$ cat config.mk
export PLATFORM = sky130hd
export DESIGN_NAME = pulse_pair_frame_decoder
export DESIGN_NICKNAME = d
export VERILOG_FILES = /design/src/hw/rtl/ppfd_pkg.sv /design/src/hw/rtl/pulse_pair_frame_decoder.sv
export SDC_FILE = /design/constraint.sdc
export NUM_CORES = 1
export LEC_CHECK = 0
export BUFFER_PORTS_ARGS = -buffer_cell sky130_fd_sc_hd__buf_2
export CORE_MARGIN = 2
export CORE_UTILIZATION = 40
export CTS_CLUSTER_SIZE = 16
export DETAILED_ROUTE_END_ITERATION = 12
export GPL_ROUTABILITY_DRIVEN = 0
export GPL_TIMING_DRIVEN = 0
export PLACE_DENSITY = 0.66
export SLEW_MARGIN = 30
export SYNTH_ARGS = -nofsm -noshare
export SYNTH_HDL_FRONTEND = slang
export SYNTH_SLANG_ARGS = --single-unit
export TNS_END_PERCENT = 10
$ cat constraint.sdc
create_clock -name clk -period 9 [get_ports clk]
set_clock_uncertainty 0.05 [all_clocks]
set_input_delay 1.8 -clock clk [delete_from_list [all_inputs] [get_ports clk]]
set_output_delay 1.8 -clock clk [all_outputs]
set_load 0.1 [all_outputs]
$ cat src/hw/rtl/ppfd_pkg.sv
// ----------------------------------------------------------------------------
// ppfd_pkg
// Shared types and constants for the pulse pair frame decoder.
// ----------------------------------------------------------------------------
package ppfd_pkg;

  localparam int IDX_W = 7;
  localparam int LEN_W = 16;
  localparam int CODE_W = 32;
  localparam int CFG_IDX_W = 3;
  localparam int CFG_DATA_W = 16;

  // pulses in a valid frame
  localparam logic [IDX_W-1:0] FRAME_PULSES = 7'd66;

  // register indexes on the config port
  localparam logic [CFG_IDX_W-1:0] CFG_MULTIPLIER = 3'd0;
  localparam logic [CFG_IDX_W-1:0] CFG_SHORT_MIN = 3'd1;
  localparam logic [CFG_IDX_W-1:0] CFG_SHORT_MAX = 3'd2;
  localparam logic [CFG_IDX_W-1:0] CFG_LONG_MIN = 3'd3;
  localparam logic [CFG_IDX_W-1:0] CFG_LONG_MAX = 3'd4;
  localparam logic [CFG_IDX_W-1:0] CFG_HEADER_MIN = 3'd5;
  localparam logic [CFG_IDX_W-1:0] CFG_HEADER_MAX = 3'd6;

  // register reset values
  localparam logic [7:0] MULTIPLIER_RST = 8'd32;
  localparam logic [LEN_W-1:0] SHORT_MIN_RST = 16'd380;
  localparam logic [LEN_W-1:0] SHORT_MAX_RST = 16'd530;
  localparam logic [LEN_W-1:0] LONG_MIN_RST = 16'd740;
  localparam logic [LEN_W-1:0] LONG_MAX_RST = 16'd1050;
  localparam logic [LEN_W-1:0] HEADER_MIN_RST = 16'd1900;
  localparam logic [LEN_W-1:0] HEADER_MAX_RST = 16'd2250;

  typedef struct packed {
    logic [7:0] pulse_units;
    logic       last_pulse;
  } pulse_t;

  typedef struct packed {
    logic              frame_ok;
    logic [CODE_W-1:0] code;
  } result_t;

endpackage

$ cat src/hw/rtl/pulse_pair_frame_decoder.sv
// ----------------------------------------------------------------------------
// pulse_pair_frame_decoder
// Checks a captured pulse-width frame pulse by pulse and builds the pair code.
// ----------------------------------------------------------------------------
// result path: a pulse passes the input register, then the result register
// throughput: one pulse per cycle while no final pulse stalls; the multiply, compares and code shift sit in one stage
// a final pulse stalls only while the result register is full and not taken
// reset: synchronous, clears capture state, restores register defaults, drops valids
module pulse_pair_frame_decoder (
  input  logic                                clk,
  input  logic                                rst,
  input  logic                                pulse_valid,
  output logic                                pulse_stall,
  input  ppfd_pkg::pulse_t                    pulse,
  output logic                                result_valid,
  input  logic                                result_stall,
  output ppfd_pkg::result_t                   result,
  input  logic                                cfg_we,
  input  logic [ppfd_pkg::CFG_IDX_W-1:0]      cfg_index,
  input  logic [ppfd_pkg::CFG_DATA_W-1:0]     cfg_data
);

  typedef enum logic [1:0] {
    KIND_BAD,
    KIND_SHORT,
    KIND_LONG
  } kind_t;

  // config registers
  logic [7:0]                     multiplier;
  logic [ppfd_pkg::LEN_W-1:0]     short_min;
  logic [ppfd_pkg::LEN_W-1:0]     short_max;
  logic [ppfd_pkg::LEN_W-1:0]     long_min;
  logic [ppfd_pkg::LEN_W-1:0]     long_max;
  logic [ppfd_pkg::LEN_W-1:0]     header_min;
  logic [ppfd_pkg::LEN_W-1:0]     header_max;

  // input register
  logic             s1_valid;
  ppfd_pkg::pulse_t s1_pulse;
  logic             s1_go;

  // capture state
  logic [ppfd_pkg::IDX_W-1:0]  pulse_index;
  logic [ppfd_pkg::CODE_W-1:0] code_shift;
  logic                        failed;
  logic                        pair_first_long;

  logic [ppfd_pkg::IDX_W-1:0]  pulse_index_next;
  logic [ppfd_pkg::CODE_W-1:0] code_shift_next;
  logic                        failed_next;
  logic                        pair_first_long_next;

  logic [ppfd_pkg::LEN_W-1:0]  len;
  logic [ppfd_pkg::IDX_W:0]    idx_inc;
  logic [ppfd_pkg::IDX_W:0]    pair_end;
  logic                        in_pairs;
  kind_t                       kind;
  logic                        ok;

  always_ff @(posedge clk) begin
    if (rst) begin
      multiplier <= ppfd_pkg::MULTIPLIER_RST;
      short_min  <= ppfd_pkg::SHORT_MIN_RST;
      short_max  <= ppfd_pkg::SHORT_MAX_RST;
      long_min   <= ppfd_pkg::LONG_MIN_RST;
      long_max   <= ppfd_pkg::LONG_MAX_RST;
      header_min <= ppfd_pkg::HEADER_MIN_RST;
      header_max <= ppfd_pkg::HEADER_MAX_RST;
    end else if (cfg_we) begin
      case (cfg_index)
        ppfd_pkg::CFG_MULTIPLIER: multiplier <= cfg_data[7:0];
        ppfd_pkg::CFG_SHORT_MIN:  short_min  <= cfg_data;
        ppfd_pkg::CFG_SHORT_MAX:  short_max  <= cfg_data;
        ppfd_pkg::CFG_LONG_MIN:   long_min   <= cfg_data;
        ppfd_pkg::CFG_LONG_MAX:   long_max   <= cfg_data;
        ppfd_pkg::CFG_HEADER_MIN: header_min <= cfg_data;
        ppfd_pkg::CFG_HEADER_MAX: header_max <= cfg_data;
        default: ;
      endcase
    end
  end

  // a non-final pulse only updates state, so it never waits on the result side
  assign s1_go       = !s1_pulse.last_pulse || !result_valid || !result_stall;
  assign pulse_stall = s1_valid && !s1_go;

  always_comb begin
    len = ppfd_pkg::LEN_W'(s1_pulse.pulse_units) * ppfd_pkg::LEN_W'(multiplier);

    if (len < short_min) begin
      kind = KIND_BAD;
    end else if (len <= short_max) begin
      kind = KIND_SHORT;
    end else if (len < long_min || len > long_max) begin
      kind = KIND_BAD;
    end else begin
      kind = KIND_LONG;
    end

    // pulse number within the capture, saturating
    idx_inc = {1'b0, pulse_index} + 1'b1;
    if (idx_inc[ppfd_pkg::IDX_W]) begin
      pulse_index_next = {ppfd_pkg::IDX_W{1'b1}};
    end else begin
      pulse_index_next = idx_inc[ppfd_pkg::IDX_W-1:0];
    end

    // second pulse of this pair must fall before the last pulse of the frame
    pair_end = pulse_index_next[0] ? ({1'b0, pulse_index_next} + 1'b1)
                                   : {1'b0, pulse_index_next};
    in_pairs = pair_end < {1'b0, ppfd_pkg::FRAME_PULSES};

    failed_next          = failed;
    code_shift_next      = code_shift;
    pair_first_long_next = pair_first_long;

    if (pulse_index_next == ppfd_pkg::IDX_W'(1)) begin
      if (len <= long_min || len >= long_max) begin
        failed_next = 1'b1;
      end
    end else if (pulse_index_next == ppfd_pkg::IDX_W'(2)) begin
      if (len <= header_min || len >= header_max) begin
        failed_next = 1'b1;
      end
    end else if (in_pairs) begin
      if (pulse_index_next[0]) begin
        if (kind == KIND_BAD) begin
          failed_next = 1'b1;
        end
        pair_first_long_next = (kind == KIND_LONG);
      end else begin
        if (kind != KIND_LONG) begin
          failed_next = 1'b1;
        end
        // add the bit, then shift
        code_shift_next = (code_shift + ppfd_pkg::CODE_W'(pair_first_long)) << 1;
        pair_first_long_next = 1'b0;
      end
    end

    ok = !failed_next && (pulse_index_next == ppfd_pkg::FRAME_PULSES);
  end

  always_ff @(posedge clk) begin
    if (rst) begin
      s1_valid        <= 1'b0;
      pulse_index     <= '0;
      code_shift      <= '0;
      failed          <= 1'b0;
      pair_first_long <= 1'b0;
      result_valid    <= 1'b0;
    end else begin
      if (!pulse_stall) begin
        s1_valid <= pulse_valid;
      end

      if (s1_valid && s1_go && s1_pulse.last_pulse) begin
        result_valid <= 1'b1;
      end else if (result_valid && !result_stall) begin
        result_valid <= 1'b0;
      end

      if (s1_valid && s1_go) begin
        if (s1_pulse.last_pulse) begin
          pulse_index     <= '0;
          code_shift      <= '0;
          failed          <= 1'b0;
          pair_first_long <= 1'b0;
        end else begin
          pulse_index     <= pulse_index_next;
          code_shift      <= code_shift_next;
          failed          <= failed_next;
          pair_first_long <= pair_first_long_next;
        end
      end
    end
  end

  // payload registers
  always_ff @(posedge clk) begin
    if (!pulse_stall && pulse_valid) begin
      s1_pulse <= pulse;
    end
    if (s1_valid && s1_go && s1_pulse.last_pulse) begin
      result.frame_ok <= ok;
      result.code     <= ok ? code_shift_next : '0;
    end
  end

endmodule

Word level (Yosys, flattened, before mapping)
Cells that the tools add are included.
{ "word_totals": {"regBits": 189, "in_bits": 33, "wordCells": 99} }
{ "op_classes": {"add_sub_neg": 3, "multipliers": 1, "order_cmp": 9, "n_eq_ne": 13, "n_mux": 27, "reduce_logical": 29} }
{ "op_table": {"columns": ["operator", "count"], "rows": [
  ["$mux W32", 5],
  ["$le A16 B16 Y1", 3],
  ["$ge A16 B16 Y1", 2],
  ["$lt A16 B16 Y1", 2],
  ["$add A31 B1 Y31", 1],
  ["$add A7 B1 Y8 const B", 2],
  ["$gt A16 B16 Y1", 1],
  ["$mul A8 B8 Y16", 1],
  ["$mux W1", 16],
  ["$mux W7", 2],
  ["$reduce_and A2 Y1", 7],
  ["$eq A3 B3 Y1 const B", 3],
  ["$lt A8 B7 Y1 const B", 1],
  ["$mux W8", 1],
  ["$eq A7 B1 Y1 const B", 1],
  ["$eq A7 B2 Y1 const B", 1],
  ["$eq A7 B7 Y1 const B", 1],
  ["$eq A3 B2 Y1 const B", 2],
  ["$logic_and A1 B1 Y1", 6],
  ["$logic_not A1 Y1", 6],
  ["$mux W2", 3],
  ["$ne A2 B2 Y1 const B", 3],
  ["$logic_or A1 B1 Y1", 5],
  ["$reduce_and A4 Y1", 1],
  ["other kinds (5)", 6]
]} }

Logic depth before layout (Yosys ltp)
Gate-level depths: netlist of the first run.
{ "logic_depth": {"word_depth": 14, "ltp_mapped": 27, "mapped_depth_nobuf": 26} }

Worst setup path after synthesis of the first run
Ideal clock, no wire load.
{ "synth_timing": {"kind": "reg2reg", "start": "register s1_pulse[4] (netlist name)", "end": "register result[10] (netlist name), data pin", "setup_ns": 0.157, "arrival_time_ns": 6.215, "required_ns": 8.793, "path_slack_ns": 2.578, "path_stages_with_launch": 24, "synth_period_minus_slack_ns": 6.422, "cell_sequence": "edfxtp_1 > and2_1 > fa_1 > inv_1 > fa_1 > fa_1 > fa_1 > inv_1 > ha_1 > nor2b_1 > o211ai_1 > nand2_1 > a21oi_1 > xnor2_1 > ha_1 > and3_1 > a221o_1 > a221o_1 > a21oi_1 > o22ai_1 > or3_1 > a211o_1 > buf_2 > nor3_1"} }
{ "synth_between": {"elab_chain_cells": 14} }
{ "synth_lines": {"columns": ["element", "line_no", "source"], "rows": [
  ["from (decl)", "pulse_pair_frame_decoder.sv:40", "ppfd_pkg::pulse_t s1_pulse;"],
  ["from (signal assigned)", "pulse_pair_frame_decoder.sv:183", "s1_pulse <= pulse;"],
  ["$mul A8 B8 Y16 *", "pulse_pair_frame_decoder.sv:89", "len = ppfd_pkg::LEN_W'(s1_pulse.pulse_units) * ppfd_pkg::LEN_W'(multiplier);"],
  ["$lt A16 B16 Y1 or $gt A16 B16 Y1 (tied branches)", "pulse_pair_frame_decoder.sv:95", "end else if (len < long_min || len > long_max) begin"],
  ["$logic_or A1 B1 Y1", "pulse_pair_frame_decoder.sv:95", null],
  ["$mux W2", "pulse_pair_frame_decoder.sv:95", null],
  ["$mux W2", "pulse_pair_frame_decoder.sv:93", "end else if (len <= short_max) begin"],
  ["$mux W2", "pulse_pair_frame_decoder.sv:91", "if (len < short_min) begin"],
  ["$ne A2 B2 Y1 or $logic_not A2 Y1 (tied branches)", "pulse_pair_frame_decoder.sv:133, pulse_pair_frame_decoder.sv:128", null],
  ["$mux W1 (on tied branches)", "pulse_pair_frame_decoder.sv:133, pulse_pair_frame_decoder.sv:128", null],
  ["$mux W1", "pulse_pair_frame_decoder.sv:127", "if (pulse_index_next[0]) begin"],
  ["$mux W1", "pulse_pair_frame_decoder.sv:126", "end else if (in_pairs) begin"],
  ["$mux W1", "pulse_pair_frame_decoder.sv:122", "end else if (pulse_index_next == ppfd_pkg::IDX_W'(2)) begin"],
  ["$mux W1 *", "pulse_pair_frame_decoder.sv:118", "if (pulse_index_next == ppfd_pkg::IDX_W'(1)) begin"],
  ["$logic_not A1 Y1 *", "pulse_pair_frame_decoder.sv:142", "ok = !failed_next && (pulse_index_next == ppfd_pkg::FRAME_PULSES);"],
  ["$logic_and A1 B1 Y1 *", "pulse_pair_frame_decoder.sv:142", null],
  ["to (decl)", "pulse_pair_frame_decoder.sv:17", "output ppfd_pkg::result_t result,"]
]} }
Every way passes the cells marked *; elsewhere a longest branch is shown, timed or not.
A chain may end at the register's enable or synchronous reset.

Final worst setup path of the first run
{ "layout_timing": {"start": "register s1_pulse[1] (netlist name)", "end": "register result[30] (netlist name), data pin"} }
Same word-level chain as after synthesis.

==> run metrics, run 1 <==
status finished, final reports clean; Top Ports 68; Worst-path clk slew ~80 ps; vias in the first global route 11000; Mapped Area 12900 um^2; CTS root buffer clkbuf_16; post-synthesis sequential area ratio 0.326; DRC marker count from the first detailed-route iteration 822; total core area about 32000 um^2; Setup WS post-layout between 1000 and 1500 ps; Die Footprint 33700 um^2; Slew Limit Headroom 0.449; CTS Buf Count 17; # diodes 0; worst-margin pin slew between 800 and 900 ps; top_reg_cell synth dfxtp_1; ys async rst share 0; average size of a mapped cell 8.29 um^2; drt drc 0; initial core utilization 0.408; Leak Pwr roughly 6 nW; Final ANT Viol Nets 0; GRT Overall Usage 0.218; placed inst area between 10000 and 15000 um^2; Worst VDD drop 130 uV; post-route insts no fill 2057; Vias/cell 5.60; final hold slack around 410 ps; via count around 12000; Worst Setup Start Kind flip-flop; initial antenna violation count 0; wire length of the first global-routing pass 57800 um; most common cell in the netlist nand2_1; Pins Over Slew Limit 0; Yosys reg bits ~190; final instance area 14500 um^2; layout cells sized above 1 0.0973; grt ovf 0; maximum fanout along the worst path 10; final hold violation count 0; warnings from Yosys 0; largest net degree at the start of global routing 26; crit path DAT 7930 ps; post-layout util 0.458; post-CTS setup buffer count 0; Synth area leaders dfxtp_1 (23%), ha_1 (13%), edfxtp_1 (9.8%); Die Width 184 um; setup_tns 0 ps; endpoint type of the worst setup path flip-flop; row cnt 65; PwrDens 142 nW/um^2; worst slack at placement 1410 ps; Tcrit/Tclk final 0.859; Syn Nets about 1800; die height 184 um; CTS resizes 0; post-synthesis cell count 1555; hold buffer count at cts 0; Synth cell types 67; WS Path Type reg -> reg; FMAX 0.129 GHz; Port Buffers between 60 and 70; CTS sink count 189; HPWL Detailed between 20000 and 30000 um; EDFF count, synth 42; minimum clock period approximately 7700 ps; WP data required 9200 ps; Synth top area share 0.228; CTS tree built; Post-Place Cells 2025; layout overhead on the synthesized area 12.3%; Avg WL per Cell 17.5 um; WL final 35900 um; CTS max path bufs 2; H-tree depth 4; synth cell count leaders nand2_1 (283), inv_1 (157), a21oi_1 (151); first drt pass iteration count 5; # setup viols final 0; RSZ-0062 raised after global routing false; Tot Pwr 2.06 mW; post-layout net count 1848; HP Class reg -> reg; largest area contributor in the netlist dfxtp_1; Max-Cap Viols 0; Skew-Pair Late Insertion Delay 470 ps
[state kept, by name, indices dropped and copies added, names as in the netlist, 7 cells and up]
register / count
short_max: 16
long_min: 16
short_min: 16
code_shift: 32
result: 33
multiplier: 8
header_min: 16
s1_pulse: 9
header_max: 16
long_max: 16
pulse_index: 7
[layer usage]
| layer | GRT usage | wire length [um] | up-vias |
|---|---|---|---|
| met5 | 0 | 0 | - |
| met4 | 0.0774 | 1150 | 0 |
| met3 | 0.0333 | 2190 | 71 |
| met2 | 0.358 | 16600 | 372 |
| met1 | 0.292 | 16000 | 5534 |
| li1 | - | - | 5551 |
[worst max-delay path, stage by stage (launching register included)]
cell and delay [ps]:
edfxtp_1 520, and2_1 230, fa_1 450, fa_1 490, ha_1 280, inv_1 50, fa_1 530, inv_1 40
ha_1 350, a21o_1 180, a21oi_1 270, nor2b_1 110, o211ai_1 210, a21oi_1 130, nor2_1 120, a21oi_1 100
xnor2_2 590, ha_1 370, nand3_1 140, nor3_1 70, a221oi_1 220, o21ai_0 160, o21ai_0 670, a311oi_1 230
a211o_1 410, buf_2 240, nor3_1 320
[final timing paths]
kind,to,cells past startpoint,slack [ps],from
max,result[30],26,1270,s1_pulse[1]
min,short_max[2],2,410,short_max[2]
max reg2reg,result[30],26,1270,s1_pulse[1]
min reg2reg,short_max[2],2,410,short_max[2]
[cell usage in the layout (no fill, tap or decap), types with 36 or more instances in the layout]
cell type,instances
nand2_1,283
inv_1,157
a21oi_1,151
dfxtp_1,147
ha_1,137
buf_2,80
nor3_1,72
nand4_1,56
and2_1,55
o211ai_1,54
clkbuf_1,52
nor2_1,43
edfxtp_1,42
fa_1,36
[cell families (layout without fill, tap and decap cells)]
| family | after synthesis | in the layout | share of synthesized area |
|---|---|---|---|
| buffers and inverters | 237 | 337 | 0.0764 |
| AND/OR/NAND/NOR | 594 | 594 | 0.219 |
| flip-flops | 189 | 189 | 0.326 |
| adder cells (fa/ha/maj) | 173 | 173 | 0.189 |
| XOR/XNOR | 44 | 44 | 0.0305 |
| AO/OA/AOI/OAI | 318 | 318 | 0.159 |
[cell type report]
class	count	area, um^2
fill	3060	17200
multi-input combinational	1129	7810
sequential	189	4200
inverter	159	597
tap	402	503
clock buffer	18	450
buffer	78	388
timing repair buffer	68	363
clock inverter	14	165
[where the power goes]
part           total [mW]  switching [mW]  internal [mW]
registers           0.892          0.0120          0.880
logic               0.373           0.242          0.131
clock network       0.798           0.404          0.394
Note: power is estimated with default switching activity, not from simulation.
==> inputs of run 2 (changes only) <==
--- a/config.mk
+++ b/config.mk
@@ -7,12 +7,12 @@
 export LEC_CHECK = 0
 export BUFFER_PORTS_ARGS = -buffer_cell sky130_fd_sc_hd__buf_2
 export CORE_MARGIN = 2
-export CORE_UTILIZATION = 40
+export CORE_UTILIZATION = 35
 export CTS_CLUSTER_SIZE = 16
 export DETAILED_ROUTE_END_ITERATION = 12
 export GPL_ROUTABILITY_DRIVEN = 0
 export GPL_TIMING_DRIVEN = 0
-export PLACE_DENSITY = 0.66
+export PLACE_DENSITY = 0.61
 export SLEW_MARGIN = 30
 export SYNTH_ARGS = -nofsm -noshare
 export SYNTH_HDL_FRONTEND = slang
==> run metrics, run 2 (synthesis results as in run 1) <==
hold buffer count at cts 0 (unchanged); fill cell count 3719 (was 3060); first drt pass iteration count 5 (unchanged); CTS max path bufs 2 (unchanged); Largest regs result: 33 flops, code_shift: 32 flops (unchanged); R2R Path Start s1_pulse[1] (unchanged); HP Class reg -> reg (unchanged); HPWL Detailed 26300 um (was 25500 um); DRC marker count from the first detailed-route iteration 740 (was 822); CP max-delay cell o21ai_0 (unchanged); CTS tree built (unchanged); # diodes 0 (unchanged); worst setup path endpoint result[30] (unchanged); # setup viols final 0 (unchanged); post-CTS setup buffer count 0 (unchanged); Setup WS post-layout 1230 ps (was 1270 ps); Worst Setup Start Kind flip-flop (unchanged); Biggest register result (unchanged); Worst-path clk slew 80 ps (about the same); Port Buffers 67 (unchanged); Die Footprint 38400 um^2 (was 33700 um^2); Vias/cell 5.36 (was 5.60); Tcrit/Tclk final 0.864 (was 0.859); initial core utilization 0.354 (was 0.408); most common cell after layout, fill and taps aside nand2_1 (unchanged); GRT Overall Usage 0.195 (was 0.218); Post-Place Cells 2091 (was 2025); Avg WL per Cell 17.3 um (was 17.5 um); setup_tns 0 ps (unchanged); Pins Over Slew Limit 0 (unchanged); FMAX 0.129 GHz (about the same); FF-to-FF setup slack 1230 ps (was 1270 ps); worst-margin pin slew 842 ps (was 818 ps); die height 196 um (was 184 um); total core area 36400 um^2 (was 31600 um^2); Max-Cap Viols 0 (unchanged); post-layout net count 1848 (unchanged); post-route insts no fill 2123 (was 2057); drt drc 0 (unchanged); worst slack at placement 1300 ps (was 1410 ps); Top Ports 68 (unchanged); RSZ-0062 raised after global routing false (unchanged); Crit path largest cell delay 690 ps (was 670 ps); endpoint type of the worst setup path flip-flop (unchanged); vias in the first global route 11000 (about the same); CTS resizes 0 (unchanged); Tot Pwr 2.04 mW (was 2.06 mW); row cnt 70 (was 65); PwrDens 140 nW/um^2 (was 142 nW/um^2); CTS root buffer clkbuf_16 (unchanged); via count 11400 (was 11500); Die Width 196 um (was 184 um); H-tree depth 4 (unchanged); grt ovf 0 (unchanged); WL final 36800 um (was 35900 um); maximum fanout along the worst path 10 (unchanged); post-layout util 0.399 (was 0.458); minimum clock period 7770 ps (was 7730 ps); Worst VDD drop 139 uV (was 130 uV); crit path DAT 7960 ps (was 7930 ps); Skew-Pair Late Insertion Delay 450 ps (was 470 ps); layout cells sized above 1 0.0967 (was 0.0973); WS Path Type reg -> reg (unchanged); CTS sink count 189 (unchanged); Slew Limit Headroom 0.433 (was 0.449); status finished, final reports clean (unchanged); CTS Buf Count 17 (unchanged); R2R Path End result[30] (unchanged); FF-to-FF path depth 26 (unchanged); layout overhead on the synthesized area 12.8% (was 12.3%); CP startpoint s1_pulse[1] (unchanged); wire length of the first global-routing pass 58900 um (was 57800 um); Final ANT Viol Nets 0 (unchanged); number of flip-flops in the largest register 33 (unchanged); initial antenna violation count 0 (unchanged); final hold violation count 0 (unchanged); WP data required 9190 ps (was 9200 ps); leading cell types in the layout, fill and taps excluded nand2_1 (283), inv_1 (157), a21oi_1 (151) (unchanged); largest net degree at the start of global routing 26 (unchanged); Leak Pwr 6.08 nW (was 6.09 nW)
run 2: worst max-delay path, delay by kind of cell, from the launching register on:
kind | cells | cell delay [ps]
compound gates | 10 | 2610
fa+ha+maj | 6 | 2490
simple gates | 6 | 960
xor+xnor | 1 | 570
flops | 1 | 530
buf+inv | 3 | 330
run 2: worst min path at each step:
stage | startpoint | end | slack [ps] | cells after the start
5_1_grt | header_max[5] | header_max[5] | 430 | 2
6_report | short_max[12] | short_max[12] | 400 | 2
4_1_cts | long_min[4] | long_min[4] | 410 | 2
3_3_place_gp | long_min[15] | long_min[15] | 390 | 2
3_5_place_dp | short_max[5] | short_max[5] | 400 | 2
2_1_floorplan | header_max[10] | header_max[10] | 390 | 2
run 2: per-stage QoR:
step                instance area [um^2]  hold WS, ps
floorplan                          12900          386
global placement                   13800          394
detailed placement                 13900          397
CTS                                14500          407
global route                       14500          428
finish                             14500          405
run 2: report_power, final:
part	switching, mW	internal, mW	total [mW]
clock network	0.386	0.388	0.774
logic	0.242	0.131	0.373
registers	0.0125	0.880	0.892
run 2: final cells by class:
type,instances,area (um^2),share of cell area
clock buffer,19,454,0.0312
tap,468,586,0.0403
timing repair buffer,68,363,0.0249
multi-input combinational,1129,7810,0.537
clock inverter,13,141,0.00972
sequential,189,4200,0.289
inverter,159,597,0.0410
buffer,78,388,0.0267
run 2: per-layer routing:
| layer | vias to the layer above | global-route usage | share of wire |
|---|---|---|---|
| met2 | 316 | 0.323 | 0.47 |
| li1 | 5558 | - | - |
| met4 | 0 | 0.0713 | 0.029 |
| met3 | 62 | 0.0306 | 0.059 |
| met1 | 5438 | 0.257 | 0.45 |
| met5 | - | 0 | 0 |
==> inputs of run 3 (changes only) <==
--- a/config.mk
+++ b/config.mk
@@ -5,8 +5,9 @@
 export SDC_FILE = /design/constraint.sdc
 export NUM_CORES = 1
 export LEC_CHECK = 0
+export ABC_AREA = 1
 export BUFFER_PORTS_ARGS = -buffer_cell sky130_fd_sc_hd__buf_2
-export CORE_MARGIN = 2
+export CORE_MARGIN = 8
 export CORE_UTILIZATION = 35
 export CTS_CLUSTER_SIZE = 16
 export DETAILED_ROUTE_END_ITERATION = 12
==> constraint.sdc (replaced) <==
create_clock -name clk -period 9 [get_ports clk]
set_clock_uncertainty 0.05 [all_clocks]
set_input_delay 2.25 -clock clk [delete_from_list [all_inputs] [get_ports clk]]
set_output_delay 2.25 -clock clk [all_outputs]
set_load 0.1 [all_outputs]
==> run metrics, run 3 <==
status finished, final reports clean (unchanged); drt drc 0 (unchanged); FF-to-FF path depth 34 (was 26); layout cells sized above 1 0.0874 (was 0.0967); CTS Buf Count 17 (unchanged); Tcrit/Tclk final 0.834 (was 0.864); final hold violation count 0 (unchanged); post-layout net count 2013 (was 1848); CTS sink count 189 (unchanged); largest area contributor in the netlist dfxtp_1 (unchanged); Port Buffers 66 (was 67); wire length of the first global-routing pass 57100 um (was 58900 um); minimum clock period 7500 ps (was 7770 ps); maximum fanout along the worst path 10 (unchanged); initial core utilization 0.353 (was 0.354); average size of a mapped cell 7.46 um^2 (was 8.29 um^2); post-synthesis sequential area ratio 0.327 (was 0.326); Compound-Gate Fraction of Synth Area 0.126 (was 0.159); Skew-Pair Late Insertion Delay 450 ps (about the same); Mapped Area 12800 um^2 (was 12900 um^2); Synth Area in XOR/XNOR 0.0252 (was 0.0305); total core area 36300 um^2 (was 36400 um^2); Worst path most repeated cell nand2_1; layout overhead on the synthesized area 11.7% (was 12.8%); GRT Overall Usage 0.163 (was 0.195); Worst-path clk slew 80 ps (about the same); post-CTS setup buffer count 0 (unchanged); Synth area leaders dfxtp_1 (23%), ha_1 (13%), nand2_1 (11%) (was dfxtp_1 (23%), ha_1 (13%), edfxtp_1 (9.8%)); warnings from Yosys 0 (unchanged); min-delay src long_min[10] (was short_max[12]); fill cell count 3746 (was 3719); CTS max path bufs 2 (unchanged); CTS tree built (unchanged); R2R Path End result[28] (was result[30]); worst-margin pin slew 945 ps (was 842 ps); largest net degree at the start of global routing 35 (was 26); Vias/cell 4.94 (was 5.36); Worst Setup Start Kind flip-flop (unchanged); adder-cell share of the synthesized area 0.190 (was 0.189); # diodes 0 (unchanged); post-synthesis simple-gate area fraction 0.220 (was 0.219); CP startpoint multiplier[5] (was s1_pulse[1]); vias in the first global route 10800 (was 11000); R2R Path Start multiplier[5] (was s1_pulse[1]); leading cell types in the layout, fill and taps excluded nand2_1 (385), inv_1 (296), a21oi_1 (162) (was nand2_1 (283), inv_1 (157), a21oi_1 (151)); first drt pass iteration count 5 (unchanged); WL final 35200 um (was 36800 um); Biggest register result (unchanged); HP Class reg -> reg (unchanged); # setup viols final 0 (unchanged); Pins Over Slew Limit 0 (unchanged); main combinational cell family by area after synthesis simple AND/OR/NAND/NOR gates (unchanged); post-layout util 0.395 (was 0.399); Max-Cap Viols 0 (unchanged); CTS resizes 0 (unchanged); Crit path largest cell delay 740 ps (was 690 ps); Syn Nets 1928 (was 1761); Die Width 208 um (was 196 um); WP data required 9260 ps (was 9190 ps); setup_tns 0 ps (unchanged); synth cell count leaders nand2_1 (385), inv_1 (297), a21oi_1 (162) (was nand2_1 (283), inv_1 (157), a21oi_1 (151)); number of flip-flops in the largest register 33 (unchanged); crit path DAT 7760 ps (was 7960 ps); row cnt 70 (unchanged); initial antenna violation count 0 (unchanged); CTS root buffer clkbuf_16 (unchanged); Slew Limit Headroom 0.368 (was 0.433); endpoint type of the worst setup path flip-flop (unchanged); Leak Pwr 6.77 nW (was 6.08 nW); HPWL Detailed 27000 um (was 26300 um); Avg WL per Cell 15.4 um (was 17.3 um); via count 11300 (was 11400); Die Footprint 43100 um^2 (was 38400 um^2); WS Path Type reg -> reg (unchanged); Synth cell types 37 (was 67); most common cell after layout, fill and taps aside nand2_1 (unchanged); mux contribution to synthesized area 0 (unchanged); Final ANT Viol Nets 0 (unchanged); FMAX 0.133 GHz (was 0.129 GHz); hold buffer count at cts 0 (unchanged); top_reg_cell synth dfxtp_1 (unchanged); Yosys reg bits 189 (unchanged); Worst VDD drop 151 uV (was 139 uV); die height 208 um (was 196 um); CP max-delay cell xor2_1 (was o21ai_0); H-tree depth 4 (unchanged); EDFF count, synth 42 (unchanged); worst setup path endpoint result[28] (was result[30]); most common cell in the netlist nand2_1 (unchanged); Top Ports 68 (unchanged); DRC marker count from the first detailed-route iteration 679 (was 740); ys async rst share 0 (unchanged); Synth top area share 0.229 (was 0.228); RSZ-0062 raised after global routing false (unchanged); post-synthesis cell count 1722 (was 1555); FF-to-FF setup slack 1500 ps (was 1230 ps); Largest regs result: 33 flops, code_shift: 32 flops (unchanged); PwrDens 148 nW/um^2 (was 140 nW/um^2); grt ovf 0 (unchanged); final hold slack 412 ps (was 405 ps)
-- run 3: stage by stage --
| step | std cells | setup WS (ps) | instance area [um^2] | power (mW) |
|---|---|---|---|---|
| CTS | 2288 | 1510 | 14300 | 2.14 |
| floorplan | 1722 | 3020 | 12800 | 1.25 |
| global route | 2288 | 875 | 14300 | 2.24 |
| detailed placement | 2256 | 1560 | 13800 | 1.39 |
| finish | 2288 | 1500 | 14300 | 2.13 |
| global placement | 2256 | 1570 | 13800 | 1.37 |
-- run 3: where the power goes --
group	total [mW]	switching (mW)	internal [mW]	leakage [nW]
Combinational	0.477	0.317	0.160	4.83
Clock	0.755	0.351	0.404	0.284
Sequential	0.893	0.00694	0.886	1.65
Total	2.13	0.675	1.45	6.77
-- run 3: kinds of logic after synthesis --
| logic type | count (synthesis) |
|---|---|
| AO/OA/AOI/OAI | 302 |
| flip-flops | 189 |
| buffers and inverters | 368 |
| XOR/XNOR | 37 |
| adder cells (fa/ha/maj) | 173 |
| AND/OR/NAND/NOR | 653 |
-- run 3: worst min-delay path by stage --
stage,slack (ps),depth (start not counted),to
after floorplan,390,2,header_max[10]
after global placement,400,2,long_min[3]
after detailed placement,400,2,short_max[3]
after CTS,420,2,short_max[3]
after global routing,430,2,long_max[14]
final,410,2,long_min[10]
-- run 3: per-layer routing --
| metal | vias up | part of all wire | track usage |
|---|---|---|---|
| li1 | 5691 | - | - |
| met1 | 5277 | 0.48 | 0.225 |
| met2 | 270 | 0.45 | 0.259 |
| met3 | 56 | 0.046 | 0.0239 |
| met4 | 0 | 0.025 | 0.0542 |
| met5 | - | 0 | 0 |
-- run 3: critical path: cells and delay by family (launching register included) --
kind | cells | cell delay (ps)
AND/OR/NAND/NOR | 19 | 2420
adder cells (fa/ha/maj) | 6 | 2590
flip-flops | 1 | 300
buffers and inverters | 5 | 850
AO/OA/AOI/OAI | 3 | 410
XOR/XNOR | 1 | 740
-- run 3: cell type report --
class,count,area [um^2],share of cell area
Buffer,69,308,0.0215
Clock buffer,22,507,0.0353
Clock inverter,10,76.3,0.00532
Inverter,299,1120,0.0782
Multi-Input combinational cell,1165,7210,0.503
Sequential cell,189,4200,0.293
Tap cell,468,586,0.0408
Timing Repair Buffer,66,330,0.0230
